## src/gsfd_pkg.sv

```systemverilog
// Shared types, constants and the CRC-8 helper for the gas sensor frame decoder.
// Used by every module of the block; depends on nothing else.
`timescale 1ns / 1ps
`default_nettype none

package gsfd_pkg;

  localparam logic [7:0]  CRC_POLY    = 8'h31;
  localparam logic [7:0]  CRC_INIT    = 8'hFF;
  localparam logic [3:0]  FRAME_LAST  = 4'd8;
  localparam logic [14:0] TEMP_SCALE  = 15'd17500;
  localparam logic [13:0] RH_SCALE    = 14'd10000;
  localparam logic [14:0] TEMP_OFFSET = 15'd4500;
  localparam int unsigned FIFO_DEPTH  = 2;

  localparam logic [1:0] STATUS_OK = 2'd0;

  // Position inside a word: two data bytes, then the check byte.
  typedef enum logic [1:0] {
    SLOT_HIGH  = 2'd0,
    SLOT_LOW   = 2'd1,
    SLOT_CHECK = 2'd2
  } slot_e;

  // One finished frame as handed from the front part to the back part.
  typedef struct packed {
    logic [1:0]  status;
    logic [15:0] gas_word;
    logic [15:0] temp_word;
    logic [15:0] hum_word;
  } frame_rec_t;

  // Result item as it leaves the block.
  typedef struct packed {
    logic [13:0]        rh_x100;
    logic signed [14:0] temp_cdeg;
    logic [15:0]        co2_ppm;
    logic [1:0]         status;
  } result_t;

  function automatic logic [7:0] crc8_fold(input logic [7:0] crc, input logic [7:0] data);
    logic [7:0] c;
    c = crc ^ data;
    for (int b = 0; b < 8; b++) begin
      if (c[7]) begin
        c = {c[6:0], 1'b0} ^ CRC_POLY;
      end else begin
        c = {c[6:0], 1'b0};
      end
    end
    return c;
  endfunction

endpackage

`default_nettype wire

```

## src/gsfd_front.sv

```systemverilog
// Front part: accepts response bytes, tracks the frame position, runs the CRC
// and assembles the three words. Depends on gsfd_pkg.
`timescale 1ns / 1ps
`default_nettype none

module gsfd_front
  import gsfd_pkg::*;
(
  input  wire logic       clk_i,
  input  wire logic       rst_ni,
  input  wire logic       in_valid_i,
  input  wire logic [7:0] in_byte_i,
  input  wire logic       in_start_i,
  output logic            in_ready_o,
  output logic            push_o,
  output frame_rec_t      push_rec_o,
  input  wire logic       full_i
);

  logic [3:0]  pos_q, pos_d, pos;
  logic [7:0]  crc_q, crc_d;
  logic [15:0] gas_q, gas_d, temp_q, temp_d, hum_q, hum_d;
  logic [1:0]  fail_q, fail_d, fail_cur;
  logic [1:0]  word_idx;
  slot_e       slot;
  logic        take;

  assign in_ready_o = !full_i;
  assign take       = in_valid_i && in_ready_o;

  always_comb begin
    pos = (in_start_i || pos_q > FRAME_LAST) ? 4'd0 : pos_q;
  end

  // Position to word and slot.
  always_comb begin
    unique case (pos)
      4'd0:    begin word_idx = 2'd0; slot = SLOT_HIGH;  end
      4'd1:    begin word_idx = 2'd0; slot = SLOT_LOW;   end
      4'd2:    begin word_idx = 2'd0; slot = SLOT_CHECK; end
      4'd3:    begin word_idx = 2'd1; slot = SLOT_HIGH;  end
      4'd4:    begin word_idx = 2'd1; slot = SLOT_LOW;   end
      4'd5:    begin word_idx = 2'd1; slot = SLOT_CHECK; end
      4'd6:    begin word_idx = 2'd2; slot = SLOT_HIGH;  end
      4'd7:    begin word_idx = 2'd2; slot = SLOT_LOW;   end
      default: begin word_idx = 2'd2; slot = SLOT_CHECK; end
    endcase
  end

  always_comb begin
    pos_d    = pos_q;
    crc_d    = crc_q;
    gas_d    = gas_q;
    temp_d   = temp_q;
    hum_d    = hum_q;
    fail_d   = fail_q;
    fail_cur = (pos == 4'd0) ? STATUS_OK : fail_q;
    if (take) begin
      fail_d = fail_cur;
      case (slot)
        SLOT_HIGH: begin
          crc_d = crc8_fold(CRC_INIT, in_byte_i);
          case (word_idx)
            2'd0:    gas_d[15:8]  = in_byte_i;
            2'd1:    temp_d[15:8] = in_byte_i;
            default: hum_d[15:8]  = in_byte_i;
          endcase
        end
        SLOT_LOW: begin
          crc_d = crc8_fold(crc_q, in_byte_i);
          case (word_idx)
            2'd0:    gas_d[7:0]  = in_byte_i;
            2'd1:    temp_d[7:0] = in_byte_i;
            default: hum_d[7:0]  = in_byte_i;
          endcase
        end
        default: begin
          if (crc_q != in_byte_i && fail_cur == STATUS_OK) begin
            fail_d = word_idx + 2'd1;
          end
        end
      endcase
      pos_d = (pos == FRAME_LAST) ? 4'd0 : pos + 4'd1;
    end
  end

  // The ninth byte is a check byte, so the words are already complete here.
  assign push_o               = take && (pos == FRAME_LAST);
  assign push_rec_o.status    = fail_d;
  assign push_rec_o.gas_word  = gas_q;
  assign push_rec_o.temp_word = temp_q;
  assign push_rec_o.hum_word  = hum_q;

  always_ff @(posedge clk_i or negedge rst_ni) begin
    if (!rst_ni) begin
      pos_q  <= 4'd0;
      crc_q  <= CRC_INIT;
      gas_q  <= 16'd0;
      temp_q <= 16'd0;
      hum_q  <= 16'd0;
      fail_q <= STATUS_OK;
    end else begin
      pos_q  <= pos_d;
      crc_q  <= crc_d;
      gas_q  <= gas_d;
      temp_q <= temp_d;
      hum_q  <= hum_d;
      fail_q <= fail_d;
    end
  end

endmodule

`default_nettype wire

```

## src/gsfd_fifo.sv

```systemverilog
// Short queue of finished frame records between the front and back parts.
// Depends on gsfd_pkg for the record type.
`timescale 1ns / 1ps
`default_nettype none

module gsfd_fifo
  import gsfd_pkg::*;
#(
  parameter int unsigned Depth = FIFO_DEPTH
) (
  input  wire logic        clk_i,
  input  wire logic        rst_ni,
  input  wire logic        push_i,
  input  wire frame_rec_t  push_rec_i,
  output logic             full_o,
  input  wire logic        pop_i,
  output logic             empty_o,
  output frame_rec_t       pop_rec_o
);

  localparam int unsigned AddrW = (Depth > 1) ? $clog2(Depth) : 1;
  localparam int unsigned CntW  = $clog2(Depth + 1);
  localparam logic [AddrW-1:0] LastAddr = AddrW'(Depth - 1);
  localparam logic [CntW-1:0]  FullCnt  = CntW'(Depth);

  frame_rec_t       mem_q [Depth];
  logic [AddrW-1:0] wr_q, rd_q;
  logic [CntW-1:0]  cnt_q;
  logic             do_push, do_pop;

  assign full_o    = (cnt_q == FullCnt);
  assign empty_o   = (cnt_q == '0);
  assign do_push   = push_i && !full_o;
  assign do_pop    = pop_i && !empty_o;
  assign pop_rec_o = mem_q[rd_q];

  always_ff @(posedge clk_i) begin
    if (do_push) begin
      mem_q[wr_q] <= push_rec_i;
    end
  end

  always_ff @(posedge clk_i or negedge rst_ni) begin
    if (!rst_ni) begin
      wr_q  <= '0;
      rd_q  <= '0;
      cnt_q <= '0;
    end else begin
      if (do_push) begin
        wr_q <= (wr_q == LastAddr) ? '0 : wr_q + 1'b1;
      end
      if (do_pop) begin
        rd_q <= (rd_q == LastAddr) ? '0 : rd_q + 1'b1;
      end
      if (do_push && !do_pop) begin
        cnt_q <= cnt_q + 1'b1;
      end else if (do_pop && !do_push) begin
        cnt_q <= cnt_q - 1'b1;
      end
    end
  end

endmodule

`default_nettype wire

```

## src/gsfd_back.sv

```systemverilog
// Back part: scales temperature and humidity and drives the result register.
// Two stages: constant multiply, then divide by 65535 and offset. Depends on gsfd_pkg.
`timescale 1ns / 1ps
`default_nettype none

module gsfd_back
  import gsfd_pkg::*;
(
  input  wire logic       clk_i,
  input  wire logic       rst_ni,
  input  wire logic       empty_i,
  input  wire frame_rec_t rec_i,
  output logic            pop_o,
  output logic            out_valid_o,
  output result_t         out_res_o,
  input  wire logic       out_ready_i
);

  logic        s1_v_q, out_v_q;
  logic [1:0]  s1_status_q;
  logic [15:0] s1_gas_q;
  logic [30:0] s1_tprod_q;
  logic [29:0] s1_rprod_q;
  logic        out_adv, s1_adv;
  logic [31:0] t_sum;
  logic [30:0] r_sum;
  logic [14:0] t_quo;
  logic [13:0] r_quo;
  result_t     res_d, res_q;

  assign out_adv = !out_v_q || out_ready_i;
  assign s1_adv  = !s1_v_q || out_adv;
  assign pop_o   = s1_adv && !empty_i;

  always_ff @(posedge clk_i) begin
    if (s1_adv) begin
      s1_status_q <= rec_i.status;
      s1_gas_q    <= rec_i.gas_word;
      s1_tprod_q  <= 31'(TEMP_SCALE) * 31'(rec_i.temp_word);
      s1_rprod_q  <= 30'(RH_SCALE) * 30'(rec_i.hum_word);
    end
  end

  // x / 65535 == (x + (x >> 16) + 1) >> 16 for the product ranges seen here.
  always_comb begin
    t_sum = {1'b0, s1_tprod_q} + 32'(s1_tprod_q[30:16]) + 32'd1;
    r_sum = {1'b0, s1_rprod_q} + 31'(s1_rprod_q[29:16]) + 31'd1;
    t_quo = t_sum[30:16];
    r_quo = r_sum[29:16];
    res_d.status = s1_status_q;
    if (s1_status_q == STATUS_OK) begin
      res_d.co2_ppm   = s1_gas_q;
      res_d.temp_cdeg = signed'(t_quo - TEMP_OFFSET);
      res_d.rh_x100   = r_quo;
    end else begin
      res_d.co2_ppm   = 16'd0;
      res_d.temp_cdeg = 15'sd0;
      res_d.rh_x100   = 14'd0;
    end
  end

  always_ff @(posedge clk_i) begin
    if (out_adv) begin
      res_q <= res_d;
    end
  end

  always_ff @(posedge clk_i or negedge rst_ni) begin
    if (!rst_ni) begin
      s1_v_q  <= 1'b0;
      out_v_q <= 1'b0;
    end else begin
      if (s1_adv) begin
        s1_v_q <= !empty_i;
      end
      if (out_adv) begin
        out_v_q <= s1_v_q;
      end
    end
  end

  assign out_valid_o = out_v_q;
  assign out_res_o   = res_q;

endmodule

`default_nettype wire

```

## src/gas_sensor_frame_decoder_unit.sv

```systemverilog
// Gas sensor frame decoder: one response byte per item, one result per nine bytes.
// Throughput: one byte per cycle; the front accepts a byte whenever the frame queue has room.
// Path of a frame: its queue entry is written when the ninth byte is accepted, then the
// multiply stage and the divide-and-offset stage each register it in turn, unless m_axis_tready holds the output.
// Reset (asynchronous, active low) empties the queue and pipeline and restarts at byte 0.
`timescale 1ns / 1ps
`default_nettype none

module gas_sensor_frame_decoder_unit
  import gsfd_pkg::*;
#(
  parameter int unsigned QueueDepth = FIFO_DEPTH
) (
  input  wire logic        clk_i,
  input  wire logic        rst_ni,
  input  wire logic        s_axis_tvalid,
  output logic             s_axis_tready,
  input  wire logic [7:0]  s_axis_tdata,   // [7:0] rx_byte
  input  wire logic        s_axis_tuser,   // [0] frame_start
  output logic             m_axis_tvalid,
  input  wire logic        m_axis_tready,
  output logic [47:0]      m_axis_tdata    // [1:0] status, [17:2] co2_ppm,
                                           // [32:18] temp_cdeg, [46:33] rh_x100, [47] zero
);

  logic       push, full, pop, empty;
  frame_rec_t push_rec, pop_rec;
  result_t    res;

  gsfd_front u_front (
    .clk_i      (clk_i),
    .rst_ni     (rst_ni),
    .in_valid_i (s_axis_tvalid),
    .in_byte_i  (s_axis_tdata),
    .in_start_i (s_axis_tuser),
    .in_ready_o (s_axis_tready),
    .push_o     (push),
    .push_rec_o (push_rec),
    .full_i     (full)
  );

  gsfd_fifo #(
    .Depth (QueueDepth)
  ) u_fifo (
    .clk_i      (clk_i),
    .rst_ni     (rst_ni),
    .push_i     (push),
    .push_rec_i (push_rec),
    .full_o     (full),
    .pop_i      (pop),
    .empty_o    (empty),
    .pop_rec_o  (pop_rec)
  );

  gsfd_back u_back (
    .clk_i       (clk_i),
    .rst_ni      (rst_ni),
    .empty_i     (empty),
    .rec_i       (pop_rec),
    .pop_o       (pop),
    .out_valid_o (m_axis_tvalid),
    .out_res_o   (res),
    .out_ready_i (m_axis_tready)
  );

  assign m_axis_tdata = {1'b0, res};

endmodule

`default_nettype wire
```

## config.mk

```make
export PLATFORM = sky130hd
export DESIGN_NAME = gas_sensor_frame_decoder_unit
export DESIGN_NICKNAME = d
export VERILOG_FILES = /design/src/gsfd_pkg.sv /design/src/gsfd_front.sv /design/src/gsfd_fifo.sv /design/src/gsfd_back.sv /design/src/gas_sensor_frame_decoder_unit.sv
export SDC_FILE = /design/constraint.sdc
export NUM_CORES = 1
export LEC_CHECK = 0
export BUFFER_PORTS_ARGS = -buffer_cell sky130_fd_sc_hd__buf_2
export CELL_PAD_IN_SITES_DETAIL_PLACEMENT = 0
export CELL_PAD_IN_SITES_GLOBAL_PLACEMENT = 1
export CORE_MARGIN = 2
export CORE_UTILIZATION = 45
export CTS_BUF_LIST = sky130_fd_sc_hd__clkbuf_2
export DETAILED_ROUTE_END_ITERATION = 10
export PLACE_DENSITY = 0.79
export SYNTH_ARGS = -nofsm -noshare
export SYNTH_HDL_FRONTEND = slang
export SYNTH_HIERARCHICAL = 1
export SYNTH_SLANG_ARGS = --single-unit
```

## constraint.sdc

```tcl
create_clock -name clk_i -period 4.9 [get_ports clk_i]
set_clock_uncertainty 0.05 [all_clocks]
set_input_delay 0.49 -clock clk_i [delete_from_list [all_inputs] [get_ports clk_i]]
set_output_delay 0.49 -clock clk_i [all_outputs]
set_load 0.03 [all_outputs]
```

# Word-level counts from Yosys, hierarchy flattened
# Memories as Yosys holds them, arrays and structs flattened.
# Cells that the tools add are included.
op_classes:
  add_sub_neg: 11
  n_mul: 2
  order_cmp: 1
  eq_ne: 5
  muxes: 58
  bitwise: 19
  reduce_logical: 34
op_table:
  columns: ["op", "n"]
  rows:
  - ["8-bit 2-to-1 mux", 28]
  - ["6-bit 2-to-1 mux", 16]
  - ["3-bit inverter", 16]
  - ["31-bit by 1-bit adder with 31-bit output (second input constant)", 1]
  - ["31-bit by 15-bit adder with 31-bit output", 1]
  - ["30-bit by 1-bit adder with 30-bit output (second input constant)", 1]
  - ["30-bit by 14-bit adder with 30-bit output", 1]
  - ["13-bit by 16-bit multiplier with 29-bit output (first input constant)", 1]
  - ["10-bit by 16-bit multiplier with 26-bit output (first input constant)", 1]
  - ["3-bit AND reduction", 6]
  - ["8-bit one-hot mux with 2 select lines", 1]
  - ["15-bit by 13-bit subtractor with 15-bit output (second input constant)", 1]
  - ["2-bit 2-to-1 mux", 6]
  - ["4-bit 2-to-1 mux", 3]
  - ["2-bit zero test", 5]
  - ["1-bit logical AND", 8]
  - ["8-bit inequality test", 1]
  - ["8-bit inverter", 1]
  - ["8-bit bitwise XOR", 1]
  - ["1-bit zero test", 6]
  - ["2-bit by 1-bit adder with 2-bit output (second input constant)", 2]
  - ["4-bit by 1-bit adder with 4-bit output (second input constant)", 1]
  - ["2-bit by 1-bit equality test with 1-bit output (second input constant)", 2]
  - ["4-bit equality test (second input constant)", 1]
  - ["11 further kinds", 19]
word_totals:
  reg_bits: 188
  ramBits: 100
  mem_bits_ro: 32
  inputBits: 13
  out_inout_bits: 50
  elab_cells: 154
  mem_count: 2
memory_table:
  columns: ["name", "depth", "word_bits", "rd", "rd_clocked_by_memory_dff", "write_ports", "line_no", "source"]
  rows:
  - ["u_fifo.mem_q", 2, 50, 1, 0, 1, "gsfd_fifo.sv:26", "frame_rec_t mem_q [Depth];"]
  - ["(name not given)", 8, 4, 1, 0, 0, "gsfd_front.sv:37", "unique case (pos)"]

# Logic depth before layout (Yosys ltp)
# Gate-level depths: netlist of run 1.
# An unclocked memory read counts as a cell.
logic_depth:
  word_depth: 35
  mapped_depth: 24
  mapped_depth_nobuf: 22

# By module
# Netlist of run 1, hierarchy kept.
modules_own_cells:
  columns: ["module", "instances", "cells_each", "area_each_um2", "seq_area_each_um2"]
  rows:
  - ["gsfd_back", 1, 1014, 11033.1, 3653.5]
  - ["gsfd_fifo", 1, 175, 4057.6, 3103.0]
  - ["gsfd_front", 1, 294, 3404.5, 1561.5]
  - ["gas_sensor_frame_decoder_unit", 1, 2, 11.3, 0.0]

# Worst setup path after synthesis of run 1
# Ideal clock, no wire load.
synth_timing:
  path_type: "reg-to-reg"
  startpoint: "register u_fifo.rd_q"
  endpoint: "register u_back.s1_tprod_q[28], data pin"
  setup_time_ns: 0.258
  arrival_time_ns: 4.920
  required_ns: 4.592
  slack_ns: -0.328
  stages_incl_launch_ff: 19
  n_path_buf: 2
  period_less_slack_ns: 5.228
  path_cell_list: "dfrtp_1 buf_6 buf_12 mux2_4 ha_1 fa_1 ha_1 ha_1 fa_1 fa_1 a211oi_1 o21bai_1 o211ai_1 a31oi_1 o211ai_1 o21ai_0 a21o_1 a21oi_1 xnor2_1"
synth_rtl:
  columns: ["element", "line_no", "source"]
  rows:
  - ["start, declared", "gsfd_fifo.sv:27", "logic [AddrW-1:0] wr_q, rd_q;"]
  - ["start signal, assigned", "gsfd_fifo.sv:53", "rd_q <= (rd_q == LastAddr) ? '0 : rd_q + 1'b1;"]
  - ["end signal, assigned", "gsfd_back.sv:39", "s1_tprod_q <= 31'(TEMP_SCALE) * 31'(rec_i.temp_word);"]
  - ["end, declared", "gsfd_back.sv:22", "logic [30:0] s1_tprod_q;"]

==> results.json, run 1 <==
{
  "status": "finished with violations",
  "violations": "negative setup slack",
  "crit_buf_inv": 3,
  "grt_max_degree": 75,
  "hold_path_class": "in2async",
  "slowest_delay_ns": 0.54,
  "rows": 74,
  "vias_per_cell": 4.963,
  "path_clk_slew_ns": 0.10,
  "worst_setup_path_end_kind": "flop",
  "synth.distinct_cells": 83,
  "hold_viol": 0,
  "synth_area_leaders": "edfxtp_1 36%, ha_1 13%, fa_1 8.7%",
  "min_period_ns": 5.179,
  "cts_tree": "built",
  "yosysSeqAreaShare_pct": 44.95,
  "grt_pass1_wl_um": 59190,
  "postRouteAntennaNets": 0,
  "yosysMostFrequentCell": "inv_1",
  "drc": 0,
  "nFillCells": 3456,
  "core_um2": 40740,
  "die-area_um2": 42760,
  "synth_cells": 1485,
  "synth_top_cell_by_area": "edfxtp_1",
  "maxCapViolCount": 0,
  "hpwl_um": 27370,
  "finalSetupViolCount": 19,
  "crit_type": "reg2reg",
  "root_buffer": "clkbuf_2",
  "fin_nets": 2036,
  "synthesis.area_um2": 18510,
  "vias": 11590,
  "critPathTopFamily": "adder cells",
  "overflow": 0,
  "synth_warnings": 6,
  "routed_wl_um": 37630,
  "grt_pass1_vias": 11780,
  "cts_made_buffers": 72,
  "syn-num-nets": 1777,
  "async_flop_share_pct": 23.61,
  "cts_buffer_depth": 3,
  "ys_ff_latch": 288,
  "avgSynthCellArea_um2": 12.46,
  "drive_above_1_share_pct": 31.61,
  "first_pass_iters": 5,
  "post-route-period-util_pct": 105.7,
  "cp_cell_sequence": "clkbuf_16, mux2_4, ha_4, fa_1, ha_1, fa_1, inv_2, fa_1, inv_2, ha_4, a211o_1, o211ai_1, a31oi_2, o211ai_1, o21ai_2, a21o_1, a21oi_2, xnor2_1",
  "cp_slowest_cell": "fa_1",
  "insertion_delay_ns": 0.95,
  "worst-path-max-fanout": 5,
  "instances_no_fill": 2335,
  "synth-main-ff-cell": "edfxtp_1",
  "wire_per_inst_um": 16.11,
  "synth_top_area_share_pct": 35.70,
  "grt_antenna_before_repair": 5,
  "drt_iter0_markers": 491,
  "syn_to_final_growth_pct": 18.78,
  "drv_slew": 0,
  "worstMarginPinSlew_ns": 1.078,
  "cpMostUsedCell": "fa_1",
  "critPathLaunchType": "flop",
  "initial_core_util_pct": 45.43,
  "dieHeight_um": 206.8,
  "gp_congestion": 0.8515,
  "dp.cells": 2166,
  "fmax_mhz": 193.1,
  "setup_ws_ns": -0.2794,
  "required_ns": 5.53,
  "grtUsageTotal_pct": 17.76,
  "arrival_ns": 5.81,
  "synth_common_cells": "225 x inv_1, 220 x edfxtp_1, 199 x ha_1",
  "h-tree-depth": 3,
  "grt_setup_unrepaired": "yes",
  "io_pins": 63,
  "cts.sinks": 288,
  "slew_headroom_pct": 28.15,
  "synth_edf_count": 220,
  "port_buffers": 61,
  "die_w_um": 206.8
}
-- routing by layer --
| layer | wire (um) | vias to the layer above | GRT usage, % |
|---|---|---|---|
| met5 | 13 | - | 0 |
| met4 | 880 | 2 | 6.104 |
| met3 | 1604 | 64 | 3.940 |
| met2 | 17960 | 227 | 29.42 |
| met1 | 17170 | 5513 | 23.12 |
| li1 | - | 5782 | - |
-- cell type report --
class | instances | area (um2) | area share (%)
Antenna cell | 3 | 7.507 | 0.03415
Clock buffer | 101 | 505.5 | 2.300
Inverter | 225 | 862.1 | 3.922
Sequential cell | 288 | 8319 | 37.85
Clock inverter | 29 | 193.9 | 0.8822
Tap cell | 532 | 665.6 | 3.028
Multi-Input combinational cell | 939 | 9821 | 44.68
Timing Repair Buffer | 218 | 1608 | 7.314
-- final timing paths --
| path | end | start | slack (ns) | cells past startpoint |
|---|---|---|---|---|
| max | u_back/s1_tprod_q[28]$_DFFE_PN_ | u_fifo/rd_q$_DFFE_PN0P_ | -0.28 | 18 |
| min | u_front/pos_q[1]$_DFFE_PN0P_ | rst_ni | 0.11 | 2 |
| max reg2reg | u_back/s1_tprod_q[28]$_DFFE_PN_ | u_fifo/rd_q$_DFFE_PN0P_ | -0.28 | 18 |
| min reg2reg | u_fifo/mem_q[1][31]$_DFFE_PP_ | u_front/temp_q[15]$_DFFE_PN0P_ | 0.41 | 0 |
| max in group asynchronous | u_fifo/rd_q$_DFFE_PN0P_ | rst_ni | 3.69 | 3 |
| min in group clk_i | u_fifo/rd_q$_DFFE_PN0P_ | m_axis_tready | 0.15 | 5 |
-- stage by stage --
| step | hold slack (ns) | TNS (ns) | worst slack [ns] | instance area (um2) | utilization (%) |
|---|---|---|---|---|---|
| after detailed placement | 0.4013 | -4.397 | -0.3384 | 20440 | 50.16 |
| after CTS | 0.03222 | -2.382 | -0.2321 | 21450 | 52.65 |
| after global placement | 0.3948 | -3.097 | -0.2804 | 20440 | 50.16 |
| after global routing | 0.05701 | -6.240 | -0.4230 | 21980 | 53.96 |
| final | 0.1080 | -2.746 | -0.2794 | 21980 | 53.96 |
| after floorplan | 0.1444 | -0.02306 | -0.02306 | 18750 | - |
-- layout by cell type (no fill, tap or decap), types with 7 or more instances in the layout --
cell type	n
clkinv_2	7
buf_6	7
dfstp_2	8
buf_2	61
dlygate4sd3_1	12
inv_1	200
a21oi_1	43
o21a_1	8
ha_1	165
inv_2	19
nand3_1	18
o21ai_0	27
nor3_1	13
o21ai_2	7
a21o_1	25
and2_1	19
xor2_1	39
fa_1	77
nor2_1	49
buf_4	133
dfrtp_1	59
xnor2_1	54
clkinv_1	15
nand2b_1	8
nand2_1	55
mux2_2	49
edfxtp_1	220
nand4_1	14
o21bai_1	8
ha_4	31
a21oi_2	21
or4_1	7
clkbuf_2	101
a21boi_0	7
mux2_4	50
and3_1	10
-- cells by family (layout without fill, tap and decap cells) --
kind of cell	after synthesis	after routing	synth area share, %
buf+inv	258	573	5.781
simple gates	240	240	7.018
fa+ha+maj	279	279	22.11
xor+xnor	102	102	5.098
other cells	1	4	0.02026
flops	288	288	44.95
compound gates	213	213	7.735
mux	104	104	7.295
-- registers in the layout, indices dropped and copies added (netlist names), 2 cells and up --
signal / count
u_front/pos_q: 4
u_front/gas_q: 16
u_back/out_res_o: 47
u_fifo/mem_q: 100
u_front/fail_q: 2
u_front/hum_q: 16
u_back/s1_status_q: 2
u_front/temp_q: 16
u_back/s1_tprod_q: 29
u_front/crc_q: 8
u_fifo/cnt_q: 2
u_back/s1_gas_q: 16
u_back/s1_rprod_q: 26
-- what timing repair did --
item / in CTS / in global routing
hold endpoints to repair: 82 / 0
cloned: 0 / 3
endpoints found under the setup margin: 21 / 25
hold buffers: 12 / 0
gates resized for setup: 30 / 78
setup buffers: 6 / 17
pin swaps: 8 / 58
Power of run 1 is left out: the tool's default activity adds up to more than one toggle a clock period on the data nets, which glitch-free logic cannot reach.
==> inputs of run 2 (changes only) <==
--- a/config.mk
+++ b/config.mk
@@ -15,5 +15,4 @@
 export PLACE_DENSITY = 0.79
 export SYNTH_ARGS = -nofsm -noshare
 export SYNTH_HDL_FRONTEND = slang
-export SYNTH_HIERARCHICAL = 1
 export SYNTH_SLANG_ARGS = --single-unit
==> results.json, run 2 <==
{
  "path_depth": 16,
  "final_util_pct": 55.17,
  "drc": 0,
  "rows": 72,
  "synthesis.area_um2": 17860,
  "fin_nets": 2004,
  "use_met1_pct": 22.67,
  "slowest_delay_ns": 0.55,
  "yosysSeqAreaShare_pct": 46.56,
  "top_register": "u_fifo.mem_q",
  "core_um2": 38920,
  "cts_made_buffers": 72,
  "required_ns": 5.48,
  "grt_pass1_wl_um": 57760,
  "crit_type": "reg2reg",
  "hold_viol": 0,
  "first_pass_iters": 4,
  "synth_warnings": 0,
  "final_common_cell": "edfxtp_1",
  "postRouteAntennaNets": 0,
  "yosysMostFrequentCell": "edfxtp_1",
  "path_clk_slew_ns": 0.11,
  "rrSetupSlack_ns": -0.21,
  "violations": "negative setup slack",
  "design_area_um2": 21470,
  "met3_usage_pct": 3.228,
  "synth-compound-area-share_pct": 7.088,
  "insertion_delay_ns": 0.89,
  "slew_headroom_pct": 31.35,
  "synth-main-ff-cell": "edfxtp_1",
  "h-tree-depth": 3,
  "crit_buf_inv": 3,
  "worst-path-max-fanout": 8,
  "arrival_ns": 5.68,
  "cts_tree": "built",
  "cpMostUsedCell": "fa_1",
  "setup_ws_ns": -0.2053,
  "hpwl_um": 26380,
  "largest_reg_flops": 100,
  "cts.sinks": 288,
  "gp_congestion": 0.8447,
  "fmax_mhz": 195.9,
  "hold_path_class": "in2async",
  "dieHeight_um": 203.2,
  "critPathTopFamily": "adder cells",
  "timing.rr.start": "u_fifo.rd_q$_DFFE_PN0P_",
  "vias_per_cell": 4.908,
  "grt_setup_unrepaired": "yes",
  "post-route-period-util_pct": 104.2,
  "synth_top_area_share_pct": 36.98,
  "dpl_worst_slack_ns": -0.2653,
  "synth_cells": 1451,
  "drv_slew": 0,
  "finalSetupViolCount": 12,
  "drive_above_1_share_pct": 30.76,
  "synth_edf_count": 220,
  "critPathLaunchType": "flop",
  "maxCapViolCount": 0,
  "r2r_cells": 16,
  "synth_area_leaders": "edfxtp_1 37%, ha_1 14%, fa_1 9.0%",
  "cts_buffer_depth": 3,
  "die_w_um": 203.2,
  "grt_max_degree": 75,
  "syn-num-nets": 1743,
  "dp.cells": 2133,
  "drt_iter0_markers": 448,
  "cp_cell_sequence": "buf_12, mux2_4, fa_1, ha_1, fa_1, ha_1, inv_2, fa_1, inv_2, ha_4, o41a_1, a221o_2, a2111oi_4, o21bai_1, a21oi_1, xnor2_1",
  "initial_core_util_pct": 45.90,
  "cp_slowest_cell": "dfrtp_4",
  "grtUsageTotal_pct": 17.68,
  "synth.distinct_cells": 69,
  "grt_pass1_vias": 11660,
  "busiest_layer": "met2",
  "synth_xor_area_share_pct": 5.148,
  "synthMuxAreaShare_pct": 6.149,
  "die-area_um2": 41310,
  "grt_antenna_before_repair": 1,
  "ys_ff_latch": 288,
  "root_buffer": "clkbuf_2",
  "overflow": 0,
  "io_pins": 63,
  "synth-adder-area-share_pct": 22.96,
  "wire_per_inst_um": 15.35,
  "synth_common_cells": "220 x edfxtp_1, 214 x inv_1, 199 x ha_1",
  "vias": 11210,
  "worstMarginPinSlew_ns": 1.030,
  "instances_no_fill": 2284,
  "grt_use_met2_pct": 30.27,
  "routed_wl_um": 35060,
  "worst_setup_path_end_kind": "flop",
  "avgSynthCellArea_um2": 12.31,
  "synth_top_cell_by_area": "edfxtp_1",
  "async_flop_share_pct": 23.61,
  "dpl_cell_area_um2": 20270,
  "yosys.area_share.simple_pct": 6.822,
  "syn_to_final_growth_pct": 20.19,
  "status": "finished with violations",
  "min_period_ns": 5.105,
  "layout_common_cells": "220 x edfxtp_1, 187 x inv_1, 165 x ha_1",
  "reg2reg_to": "u_back.s1_rprod_q[29]$_DFFE_PN_",
  "crit_start": "u_fifo.rd_q$_DFFE_PN0P_",
  "port_buffers": 61,
  "synth_top_family_by_area": "adder cells"
}
## run 2: changes by cell type after synthesis, moves of 8 or more
cell      before  now
a21boi_0       8    0
a21oi_1       64   43
inv_1        225  214
mux2_2        50   78
mux2_4        49    0
mux2i_1        4   22
nor2_1        54   71
## run 2: cells by family after synthesis
logic type / after synthesis
other: 1
XOR/XNOR: 105
adder cells (fa/ha/maj): 280
multiplexers: 100
AND/OR/NAND/NOR: 243
buffers and inverters: 247
AO/OA/AOI/OAI: 187
flip-flops: 288
## run 2: timing repair
item                                    in CTS  in global routing
buffers inserted                             9                  8
hold buffers                                 8                  1
endpoints found under the hold margin       57                  1
pin swaps                                   12                 14
endpoints found under the setup margin      20                 25
resized for setup                           30                 30
## run 2: layout make-up
class / count / area [um2]
repair buffers: 220 / 1565
flip-flops and latches: 288 / 8322
diodes: 1 / 2.502
clock inverters: 26 / 172.7
fillers: 3331 / 17450
well taps: 518 / 648.1
inverters: 214 / 810.8
multi-input cells: 916 / 9445
clock buffers: 101 / 505.5
## run 2: worst max-delay path by stage
stage / to
after floorplan: u_back.s1_rprod_q[29]$_DFFE_PN_
after global placement: u_back.s1_rprod_q[29]$_DFFE_PN_
after detailed placement: u_back.s1_tprod_q[29]$_DFFE_PN_
after CTS: u_back.s1_rprod_q[29]$_DFFE_PN_
after global routing: u_back.s1_tprod_q[29]$_DFFE_PN_
final: u_back.s1_rprod_q[29]$_DFFE_PN_
## run 2: per-layer routing
metal | wire, um | share of wire [%]
met1 | 16170 | 46
met2 | 17030 | 49
met3 | 1175 | 3.4
met4 | 680 | 1.9
met5 | 0 | 0
## run 2: through the flow
stage / TNS [ns] / hold slack (ns)
final: -1.127 / 0.08344
after global routing: -5.449 / 0.001111
after CTS: -1.700 / 0.006871
after detailed placement: -1.929 / 0.4000
after global placement: -1.328 / 0.3952
after floorplan: -0.06401 / 0.1444
Power of run 2 is left out for the same reason.
